<file path="config.mk">
export PLATFORM = sky130hd
export DESIGN_NAME = timed_command_scheduler
export DESIGN_NICKNAME = d
export VERILOG_FILES = /design/src/rtl/tcs_pkg.sv /design/src/rtl/tcs_ram.sv /design/src/rtl/tcs_queue.sv /design/src/rtl/tcs_regs.sv /design/src/rtl/tcs_core.sv /design/src/rtl/timed_command_scheduler.sv
export SDC_FILE = /design/constraint.sdc
export NUM_CORES = 2
export LEC_CHECK = 0
export CORE_MARGIN = 10
export CORE_UTILIZATION = 55
export DETAILED_ROUTE_END_ITERATION = 8
export DONT_BUFFER_PORTS = 1
export PLACE_DENSITY = 0.7
export SYNTH_ARGS = -nofsm -noshare
export SYNTH_HDL_FRONTEND = slang
export SYNTH_HIERARCHICAL = 1
export SYNTH_SLANG_ARGS = --single-unit
</file>
<file path="constraint.sdc">
create_clock -name clk -period 13.2 [get_ports clk]
set_clock_uncertainty 0.1 [all_clocks]
set_input_delay 0.66 -clock clk [delete_from_list [all_inputs] [get_ports clk]]
set_output_delay 0.66 -clock clk [all_outputs]
set_load 0.01 [all_outputs]
</file>
<file path="src/rtl/tcs_pkg.sv">
// Shared types, codes and reset constants of the timed command scheduler.
`timescale 1ns / 1ps
`default_nettype none
package tcs_pkg;

  localparam int QUEUE_DEPTH_DEF = 16;
  localparam logic [31:0] LOG_PERIOD_RESET = 32'd1000;
  localparam logic [15:0] LATE_WINDOW_RESET = 16'd10;
  localparam int ENTRY_W = 64;

  typedef enum logic [1:0] {
    CMD_ADD     = 2'd0,
    CMD_TICK    = 2'd1,
    CMD_RESTART = 2'd2,
    CMD_START   = 2'd3
  } cmd_t;

  typedef enum logic [1:0] {
    KIND_ADD  = 2'd0,
    KIND_FIRE = 2'd1,
    KIND_LOG  = 2'd2
  } kind_t;

  typedef enum logic {
    REG_LOG_PERIOD  = 1'b0,
    REG_LATE_WINDOW = 1'b1
  } reg_idx_t;

  typedef struct packed {
    logic [31:0] log_period;
    logic [15:0] late_window;
  } cfg_t;

  typedef struct packed {
    logic push;
    logic pop;
    logic flush;
  } queue_ctrl_t;

  typedef struct packed {
    kind_t              kind;
    logic               add_status;
    logic signed [31:0] fired_throttle;
    logic [31:0]        event_time;
    logic               last;
  } result_t;

endpackage
`default_nettype wire

</file>
<file path="src/rtl/tcs_ram.sv">
// Generic single-write, single-read RAM with registered read data.
`timescale 1ns / 1ps
`default_nettype none
module tcs_ram #(
  parameter int WIDTH = tcs_pkg::ENTRY_W,
  parameter int DEPTH = tcs_pkg::QUEUE_DEPTH_DEF,
  localparam int AW = (DEPTH > 1) ? $clog2(DEPTH) : 1
) (
  input  wire logic             clk,
  input  wire logic             we,
  input  wire logic [AW-1:0]    waddr,
  input  wire logic [WIDTH-1:0] wdata,
  input  wire logic [AW-1:0]    raddr,
  output logic      [WIDTH-1:0] rdata
);

  logic [WIDTH-1:0] mem [DEPTH];

  always_ff @(posedge clk) begin
    if (we) begin
      mem[waddr] <= wdata;
    end
    rdata <= mem[raddr];
  end

endmodule
`default_nettype wire

</file>
<file path="src/rtl/tcs_queue.sv">
// Command FIFO: RAM storage with pointers, fill count and a prefetched head word.
`timescale 1ns / 1ps
`default_nettype none
module tcs_queue #(
  parameter int QUEUE_DEPTH = tcs_pkg::QUEUE_DEPTH_DEF
) (
  input  wire logic                clk,
  input  wire logic                rst,
  input  wire tcs_pkg::queue_ctrl_t ctrl,
  input  wire logic [31:0]         wr_when,
  input  wire logic signed [31:0]  wr_throttle,
  output logic [31:0]              head_when,
  output logic signed [31:0]       head_throttle,
  output logic                     full,
  output logic                     empty
);

  localparam int AW = (QUEUE_DEPTH > 1) ? $clog2(QUEUE_DEPTH) : 1;
  localparam int CW = $clog2(QUEUE_DEPTH + 1);
  localparam logic [AW-1:0] LAST_IDX = AW'(QUEUE_DEPTH - 1);

  logic [AW-1:0] head, head_next;
  logic [AW-1:0] tail, tail_next;
  logic [CW-1:0] count, count_next;
  logic [tcs_pkg::ENTRY_W-1:0] ram_rdata;
  logic [tcs_pkg::ENTRY_W-1:0] wr_word;
  logic [tcs_pkg::ENTRY_W-1:0] bypass_word;
  logic bypass;
  logic [tcs_pkg::ENTRY_W-1:0] head_word;

  assign wr_word = {wr_when, wr_throttle};
  assign full = (count == CW'(QUEUE_DEPTH));
  assign empty = (count == '0);

  always_comb begin
    head_next = head;
    tail_next = tail;
    count_next = count;
    if (ctrl.flush) begin
      head_next = '0;
      tail_next = '0;
      count_next = '0;
    end else begin
      if (ctrl.push) begin
        tail_next = (tail == LAST_IDX) ? '0 : tail + 1'b1;
        count_next = count + 1'b1;
      end
      if (ctrl.pop) begin
        head_next = (head == LAST_IDX) ? '0 : head + 1'b1;
        count_next = count - 1'b1;
      end
    end
  end

  always_ff @(posedge clk) begin
    if (rst) begin
      head <= '0;
      tail <= '0;
      count <= '0;
    end else begin
      head <= head_next;
      tail <= tail_next;
      count <= count_next;
    end
  end

  // The read port always looks at the next head, so the head word is registered
  // and ready in the following cycle; a write to that same entry is forwarded around the RAM.
  always_ff @(posedge clk) begin
    bypass <= ctrl.push && (tail == head_next);
    bypass_word <= wr_word;
  end

  tcs_ram #(
    .WIDTH(tcs_pkg::ENTRY_W),
    .DEPTH(QUEUE_DEPTH)
  ) u_ram (
    .clk  (clk),
    .we   (ctrl.push),
    .waddr(tail),
    .wdata(wr_word),
    .raddr(head_next),
    .rdata(ram_rdata)
  );

  assign head_word = bypass ? bypass_word : ram_rdata;
  assign head_when = head_word[63:32];
  assign head_throttle = head_word[31:0];

endmodule
`default_nettype wire

</file>
<file path="src/rtl/tcs_regs.sv">
// APB configuration registers: log period and late window.
`timescale 1ns / 1ps
`default_nettype none
module tcs_regs (
  input  wire logic        clk,
  input  wire logic        rst,
  input  wire logic        psel,
  input  wire logic        penable,
  input  wire logic        pwrite,
  input  wire logic [2:0]  paddr,
  input  wire logic [31:0] pwdata,
  output logic      [31:0] prdata,
  output logic             pready,
  output tcs_pkg::cfg_t    cfg
);

  tcs_pkg::reg_idx_t idx;
  logic wr_en;

  assign idx = tcs_pkg::reg_idx_t'(paddr[2]);
  assign pready = 1'b1;
  assign wr_en = psel && penable && pwrite && pready;

  always_ff @(posedge clk) begin
    if (rst) begin
      cfg.log_period <= tcs_pkg::LOG_PERIOD_RESET;
      cfg.late_window <= tcs_pkg::LATE_WINDOW_RESET;
    end else if (wr_en) begin
      unique case (idx)
        tcs_pkg::REG_LOG_PERIOD:  cfg.log_period <= pwdata;
        tcs_pkg::REG_LATE_WINDOW: cfg.late_window <= pwdata[15:0];
        default: ;
      endcase
    end
  end

  always_comb begin
    unique case (idx)
      tcs_pkg::REG_LOG_PERIOD:  prdata = cfg.log_period;
      tcs_pkg::REG_LATE_WINDOW: prdata = {16'd0, cfg.late_window};
      default:                  prdata = '0;
    endcase
  end

endmodule
`default_nettype wire

</file>
<file path="src/rtl/tcs_core.sv">
// Scheduler core: timer, compare slot, log compare and result registers.
`timescale 1ns / 1ps
`default_nettype none
module tcs_core (
  input  wire logic                clk,
  input  wire logic                rst,
  input  wire logic                in_valid,
  input  wire logic [1:0]          in_cmd,
  input  wire logic [31:0]         in_task_time,
  input  wire logic signed [31:0]  in_throttle,
  input  wire tcs_pkg::cfg_t       cfg,
  input  wire logic [31:0]         head_when,
  input  wire logic signed [31:0]  head_throttle,
  input  wire logic                q_full,
  input  wire logic                q_empty,
  output tcs_pkg::queue_ctrl_t     q_ctrl,
  output logic                     busy,
  output logic                     result_valid,
  output tcs_pkg::result_t         result
);

  logic [31:0] time_count, time_count_next;
  logic running, running_next;
  logic slot_armed, slot_armed_next;
  logic [31:0] slot_time, slot_time_next;
  logic signed [31:0] pending_throttle, pending_throttle_next;
  logic [31:0] log_compare, log_compare_next;
  logic spill_valid, spill_valid_next;
  tcs_pkg::result_t spill, first_res, second_res;
  logic first_valid;

  tcs_pkg::cmd_t cmd;
  logic process;
  logic is_tick;
  logic [31:0] t_inc;
  logic [31:0] arm_base;
  logic [31:0] arm_when;
  logic signed [31:0] arm_thr;
  logic arm_ok;
  logic log_hit;
  logic fire;

  assign cmd = tcs_pkg::cmd_t'(in_cmd);
  assign process = in_valid && !spill_valid;
  assign busy = spill_valid;
  assign is_tick = (cmd == tcs_pkg::CMD_TICK);
  assign t_inc = time_count + 32'd1;

  // One shared lateness check: an add is tested against the current count,
  // a popped command against the count after the tick.
  assign arm_base = is_tick ? t_inc : time_count;
  assign arm_when = is_tick ? head_when : in_task_time;
  assign arm_thr = is_tick ? head_throttle : in_throttle;
  assign arm_ok = {1'b0, arm_base} < ({1'b0, arm_when} + {17'd0, cfg.late_window});

  assign log_hit = running && (t_inc == log_compare);
  assign fire = running && slot_armed && (t_inc == slot_time);

  always_comb begin
    time_count_next = time_count;
    running_next = running;
    slot_armed_next = slot_armed;
    slot_time_next = slot_time;
    pending_throttle_next = pending_throttle;
    log_compare_next = log_compare;
    q_ctrl = '0;
    first_valid = 1'b0;
    first_res = '0;
    second_res = '0;
    spill_valid_next = 1'b0;

    if (process) begin
      unique case (cmd)
        tcs_pkg::CMD_ADD: begin
          first_valid = 1'b1;
          first_res.kind = tcs_pkg::KIND_ADD;
          first_res.event_time = time_count;
          first_res.last = 1'b1;
          if (!slot_armed) begin
            if (arm_ok) begin
              slot_armed_next = 1'b1;
              slot_time_next = arm_when;
              pending_throttle_next = arm_thr;
            end
          end else if (!q_full) begin
            q_ctrl.push = 1'b1;
          end else begin
            first_res.add_status = 1'b1;
          end
        end
        tcs_pkg::CMD_TICK: begin
          if (running) begin
            time_count_next = t_inc;
            if (log_hit) begin
              log_compare_next = t_inc + cfg.log_period;
            end
            if (fire) begin
              if (!q_empty) begin
                q_ctrl.pop = 1'b1;
                if (arm_ok) begin
                  slot_time_next = arm_when;
                  pending_throttle_next = arm_thr;
                end
              end else begin
                slot_armed_next = 1'b0;
              end
            end
            if (log_hit) begin
              first_valid = 1'b1;
              first_res.kind = tcs_pkg::KIND_LOG;
              first_res.event_time = t_inc;
              first_res.last = !fire;
              if (fire) begin
                spill_valid_next = 1'b1;
                second_res.kind = tcs_pkg::KIND_FIRE;
                second_res.fired_throttle = pending_throttle;
                second_res.event_time = t_inc;
                second_res.last = 1'b1;
              end
            end else if (fire) begin
              first_valid = 1'b1;
              first_res.kind = tcs_pkg::KIND_FIRE;
              first_res.fired_throttle = pending_throttle;
              first_res.event_time = t_inc;
              first_res.last = 1'b1;
            end
          end
        end
        tcs_pkg::CMD_RESTART: begin
          running_next = 1'b0;
          time_count_next = '0;
          log_compare_next = cfg.log_period;
          slot_time_next = '0;
          slot_armed_next = 1'b0;
          q_ctrl.flush = 1'b1;
        end
        tcs_pkg::CMD_START: begin
          running_next = 1'b1;
        end
        default: ;
      endcase
    end
  end

  always_ff @(posedge clk) begin
    if (rst) begin
      time_count <= '0;
      running <= 1'b0;
      slot_armed <= 1'b0;
      slot_time <= '0;
      pending_throttle <= '0;
      log_compare <= tcs_pkg::LOG_PERIOD_RESET;
      spill_valid <= 1'b0;
      result_valid <= 1'b0;
    end else begin
      time_count <= time_count_next;
      running <= running_next;
      slot_armed <= slot_armed_next;
      slot_time <= slot_time_next;
      pending_throttle <= pending_throttle_next;
      log_compare <= log_compare_next;
      spill_valid <= spill_valid_next;
      result_valid <= spill_valid || first_valid;
    end
  end

  always_ff @(posedge clk) begin
    spill <= second_res;
    result <= spill_valid ? spill : first_res;
  end

endmodule
`default_nettype wire

</file>
<file path="src/rtl/timed_command_scheduler.sv">
// Top level of the timed command scheduler: input register, core, queue, registers.
//
//  Channel   Signals                                   Handshake
//  -------   ---------------------------------------   -------------------------------
//  command   cmd, task_time, throttle_value            taken when start=1 and busy=0
//  result    kind, add_status, fired_throttle,         each word marked by strobe=1,
//            event_time, last                          no back-pressure
//  config    psel, penable, pwrite, paddr, pwdata,     APB, pready tied high
//            prdata, pready
//
// A command word is registered, then processed once busy is low; its first result
// word appears on the cycle after that. One command per cycle is taken, except that a
// tick giving both a log event and a fired command holds busy high for one cycle while
// the second result word is registered. Reset is synchronous; the queue needs no clearing.
`timescale 1ns / 1ps
`default_nettype none
module timed_command_scheduler #(
  parameter int QUEUE_DEPTH = tcs_pkg::QUEUE_DEPTH_DEF
) (
  input  wire logic               clk,
  input  wire logic               rst,
  input  wire logic               start,
  output logic                    busy,
  input  wire logic [1:0]         cmd,
  input  wire logic [31:0]        task_time,
  input  wire logic signed [31:0] throttle_value,
  output logic                    strobe,
  output logic [1:0]              kind,
  output logic                    add_status,
  output logic signed [31:0]      fired_throttle,
  output logic [31:0]             event_time,
  output logic                    last,
  input  wire logic               psel,
  input  wire logic               penable,
  input  wire logic               pwrite,
  input  wire logic [2:0]         paddr,
  input  wire logic [31:0]        pwdata,
  output logic [31:0]             prdata,
  output logic                    pready
);

  logic in_valid;
  logic [1:0] in_cmd;
  logic [31:0] in_task_time;
  logic signed [31:0] in_throttle;
  logic accept;

  tcs_pkg::cfg_t cfg;
  tcs_pkg::queue_ctrl_t q_ctrl;
  tcs_pkg::result_t result;
  logic [31:0] head_when;
  logic signed [31:0] head_throttle;
  logic q_full;
  logic q_empty;

  assign accept = start && !busy;

  always_ff @(posedge clk) begin
    if (rst) begin
      in_valid <= 1'b0;
    end else if (accept) begin
      in_valid <= 1'b1;
    end else if (!busy) begin
      in_valid <= 1'b0;
    end
  end

  always_ff @(posedge clk) begin
    if (accept) begin
      in_cmd <= cmd;
      in_task_time <= task_time;
      in_throttle <= throttle_value;
    end
  end

  tcs_regs u_regs (
    .clk    (clk),
    .rst    (rst),
    .psel   (psel),
    .penable(penable),
    .pwrite (pwrite),
    .paddr  (paddr),
    .pwdata (pwdata),
    .prdata (prdata),
    .pready (pready),
    .cfg    (cfg)
  );

  tcs_queue #(
    .QUEUE_DEPTH(QUEUE_DEPTH)
  ) u_queue (
    .clk          (clk),
    .rst          (rst),
    .ctrl         (q_ctrl),
    .wr_when      (in_task_time),
    .wr_throttle  (in_throttle),
    .head_when    (head_when),
    .head_throttle(head_throttle),
    .full         (q_full),
    .empty        (q_empty)
  );

  tcs_core u_core (
    .clk          (clk),
    .rst          (rst),
    .in_valid     (in_valid),
    .in_cmd       (in_cmd),
    .in_task_time (in_task_time),
    .in_throttle  (in_throttle),
    .cfg          (cfg),
    .head_when    (head_when),
    .head_throttle(head_throttle),
    .q_full       (q_full),
    .q_empty      (q_empty),
    .q_ctrl       (q_ctrl),
    .busy         (busy),
    .result_valid (strobe),
    .result       (result)
  );

  assign kind = result.kind;
  assign add_status = result.add_status;
  assign fired_throttle = result.fired_throttle;
  assign event_time = result.event_time;
  assign last = result.last;

endmodule
`default_nettype wire
</file>
==> flow_summary.toml <==
[routing]
routed-via-count = 37069
antenna_left = 0
wl_met3_mm = 12.8
route.met2.wl_mm = 78.3
met1_length_mm = 64.4
vias_per_cell = 6.33
routedWlPerCell_um = 27.5
drt_pass1_iterations = 7
wirelength_mm = 161
drc_errors = 0
top_layer = "met5"
initialDrtViolationCount = 3878

[global_routing]
overflow = 0
grt_use_total_pct = 24.3
antenna_found_initial = 11
grt_max_degree = 189
grt_pass1_vias = 36948
grt_pass1_wl_mm = 240

[placement]
place_ws_ps = 4990
globalplace.congestion = 0.929
dp_hpwl_mm = 91.2
place_inst = 5460
io_buffers = 0

[worst_setup_path]
start_kind = "flip-flop"
cp_top_family = "simple AND/OR/NAND/NOR gates"
cp_cell_sequence = "ha_1 -> nand4_1 -> nor4_1 -> xnor2_1 -> xnor2_1 -> a2111oi_0 -> and4b_1 -> nand4b_2 -> nor2_1 -> a41oi_1 -> a211oi_2 -> nor2b_4 -> buf_4 -> a22oi_1 -> nand2_1"
arrival_ps = 8870
crit_fanout = 39
required_ps = 13810
cpPeakStageDelay_ps = 990
critPathBufInv = 1
crit_top_cell = "xnor2_1"
endpoint_kind = "flip-flop"
timing_worst_setup_path_type = "reg2reg"
critPathSlowestCell = "nor2b_4"

[power_and_ir_drop]
peakVddDrop_mv = 0.155
p_int_mw = 7.87
combPwrFrac_pct = 2.1
pwr-share-seq_pct = 53.2
p_switching_mw = 2.07
p_per_area_nw_per_um2 = 140
switching_share_pct = 20.9
power.leakage_nw = 23.8
clkPwrFrac_pct = 44.7

[yosys]
async_reset_ff_share_pct = 0
synthCells = 4144
synth_common_cells = "edfxtp_1 (1090), dfxtp_1 (456), mux4_2 (256), nand2_1 (213), nor2_1 (198)"
synth_edf_count = 1090
avgSynthCellArea_sq_um = 15.4
synthTopCellsByArea = "edfxtp_1 (51%), dfxtp_1 (14%), mux4_2 (9.1%), mux2i_1 (2.0%), a22oi_1 (1.9%)"
synthDistinctLibCells = 95
synth_nets = 4344
yosysTopAreaCell = "edfxtp_1"
post-synth-top-count-cell = "edfxtp_1"
synth-seq-area-share_pct = 65.8
synth-seq-cells = 1546
netlist_area_sq_um = 63600
synth_flop_cell = "edfxtp_1"
yosys_warnings = 6
synth_top_area_share_pct = 51.5

[clock_network]
ctsHoldBuffers = 101
cts_root_buf = "clkbuf_16"
cts_num_sinks = 1546
cts_buffers = 157
cts-resized-gates = 0
cts_tree = "yes"
cts_max_path_buffers = 3
clk_latency_ps = 790
clk_pin_slew_ps = 60
h-tree-depth = 4
post_cts_buffers = 0

[finish]
drive_gt1_share_pct = 16.4
fillers = 8217
syn_to_final_growth_pct = 11.9
fin_nets = 4408
finalNonFillerCells = 5857

[sta]
max_slew_margin_pct = 14.0
fin_ws_ps = 4930
fmax_ghz = 0.121
fin_crit_ps = 8270
finalSetupTns_ps = 0
rsz0062_at_grt = "false"
worst_slew_pin_slew_ps = 1260
hold_viol_final = 0
setup_viol = 0
timing.hold.ws_ps = 47.5
maxSlewViolCount = 0
fin_crit_sh_pct = 62.6

[floorplan]
core_area_sq_um = 115000
die_y_um = 360
start_util_pct = 55.5
row_count = 124
die_area_sq_um = 130000
io_pins = 210
die_x_um = 360

[outcome]
status = "completed"

[job]
drv_cap = 0

[worst_hold_path]
holdCritPathClass = "in2reg"
==> final timing paths <==
kind / from / to / slack [ps] / cells past startpoint
max: u_core/time_count[0] / u_queue/u_ram/rdata[18] / 4930 / 15
min: rst / u_regs/cfg[28] / 50 / 2
max reg2reg: u_core/time_count[0] / u_queue/u_ram/rdata[18] / 4930 / 15
min reg2reg: u_core/spill[34] / u_core/result[34] / 350 / 1
==> metal layers <==
layer / global-route usage, % / up-vias
met5: 0 / -
met2: 40.2 / 1665
met4: 8.41 / 10
li1: - / 16269
met3: 4.64 / 329
met1: 32.2 / 18796
==> power groups by stage <==
stage | Clock, mW | Sequential [mW] | Combinational [mW]
detailed placement | 0 | 5.39 | 0.171
floorplan | 0 | 5.36 | 0.137
global placement | 0 | 5.39 | 0.170
CTS | 4.51 | 5.29 | 0.211
global route | 4.70 | 5.29 | 0.229
finish | 4.44 | 5.29 | 0.212
==> cell families (layout without fill, tap and decap cells) <==
family,after synthesis,in the layout,synth area share [%]
simple gates,859,859,7.03
buf+inv,321,519,2.37
other cells,1,4,0.00590
flops,1546,1546,65.8
mux,479,479,12.8
compound gates,679,679,7.55
fa+ha+maj,93,93,1.86
xor+xnor,166,166,2.59
==> placed cells by master (no fill, tap or decap), drive strengths merged, types with 17 or more instances in the layout <==
| cell | instances |
|---|---|
| mux2i | 126 |
| ha | 90 |
| inv | 69 |
| mux4 | 256 |
| dlygate4sd3 | 100 |
| clkinv | 58 |
| nor4 | 30 |
| a22o | 33 |
| and3 | 21 |
| a311oi | 41 |
| a22oi | 159 |
| xor2 | 35 |
| mux2 | 97 |
| nand4 | 25 |
| and2 | 48 |
| buf | 62 |
| a21oi | 129 |
| edfxtp | 1090 |
| nand2 | 213 |
| nor3 | 68 |
| nor2b | 30 |
| dfxtp | 456 |
| a41o | 17 |
| o21ai | 115 |
| xnor2 | 117 |
| a21o | 29 |
| nor2 | 199 |
| clkbuf | 213 |
| nand2b | 91 |
| nand3 | 54 |
| a221o | 22 |
| nor3b | 23 |
==> stage by stage <==
step | instance area, sq um | utilization, % | power (mW)
after CTS | 71200 | 62.1 | 10.0
after detailed placement | 64900 | 56.6 | 5.56
final | 71200 | 62.1 | 9.94
after global routing | 71200 | 62.1 | 10.2
after global placement | 64900 | 56.6 | 5.55
after floorplan | 63600 | - | 5.50
==> sequential cells by signal (all words and copies together) (netlist names), 2 cells and up <==
signal / flops
u_queue/count: 5
u_queue/tail: 4
u_queue/u_ram/rdata: 64
u_core/slot_time: 32
u_queue/bypass_word: 64
in_throttle: 32
u_queue/u_ram/mem: 1024
u_core/result: 68
u_core/pending_throttle: 32
u_core/log_compare: 32
in_cmd: 2
in_task_time: 32
u_regs/cfg: 48
u_queue/head: 4
u_core/time_count: 32
u_core/spill: 65
==> area by class of cell <==
class	instances	area (sq um)	area share (%)
tap	1512	1890	2.66
timing repair buffer	162	1520	2.14
multi-input combinational	2277	20400	28.7
clock inverter	80	886	1.24
clock buffer	213	4320	6.07
antenna	3	7.51	0.0105
inverter	64	240	0.337
sequential	1546	41900	58.8
No activity file was read; power rests on OpenSTA's default activity.
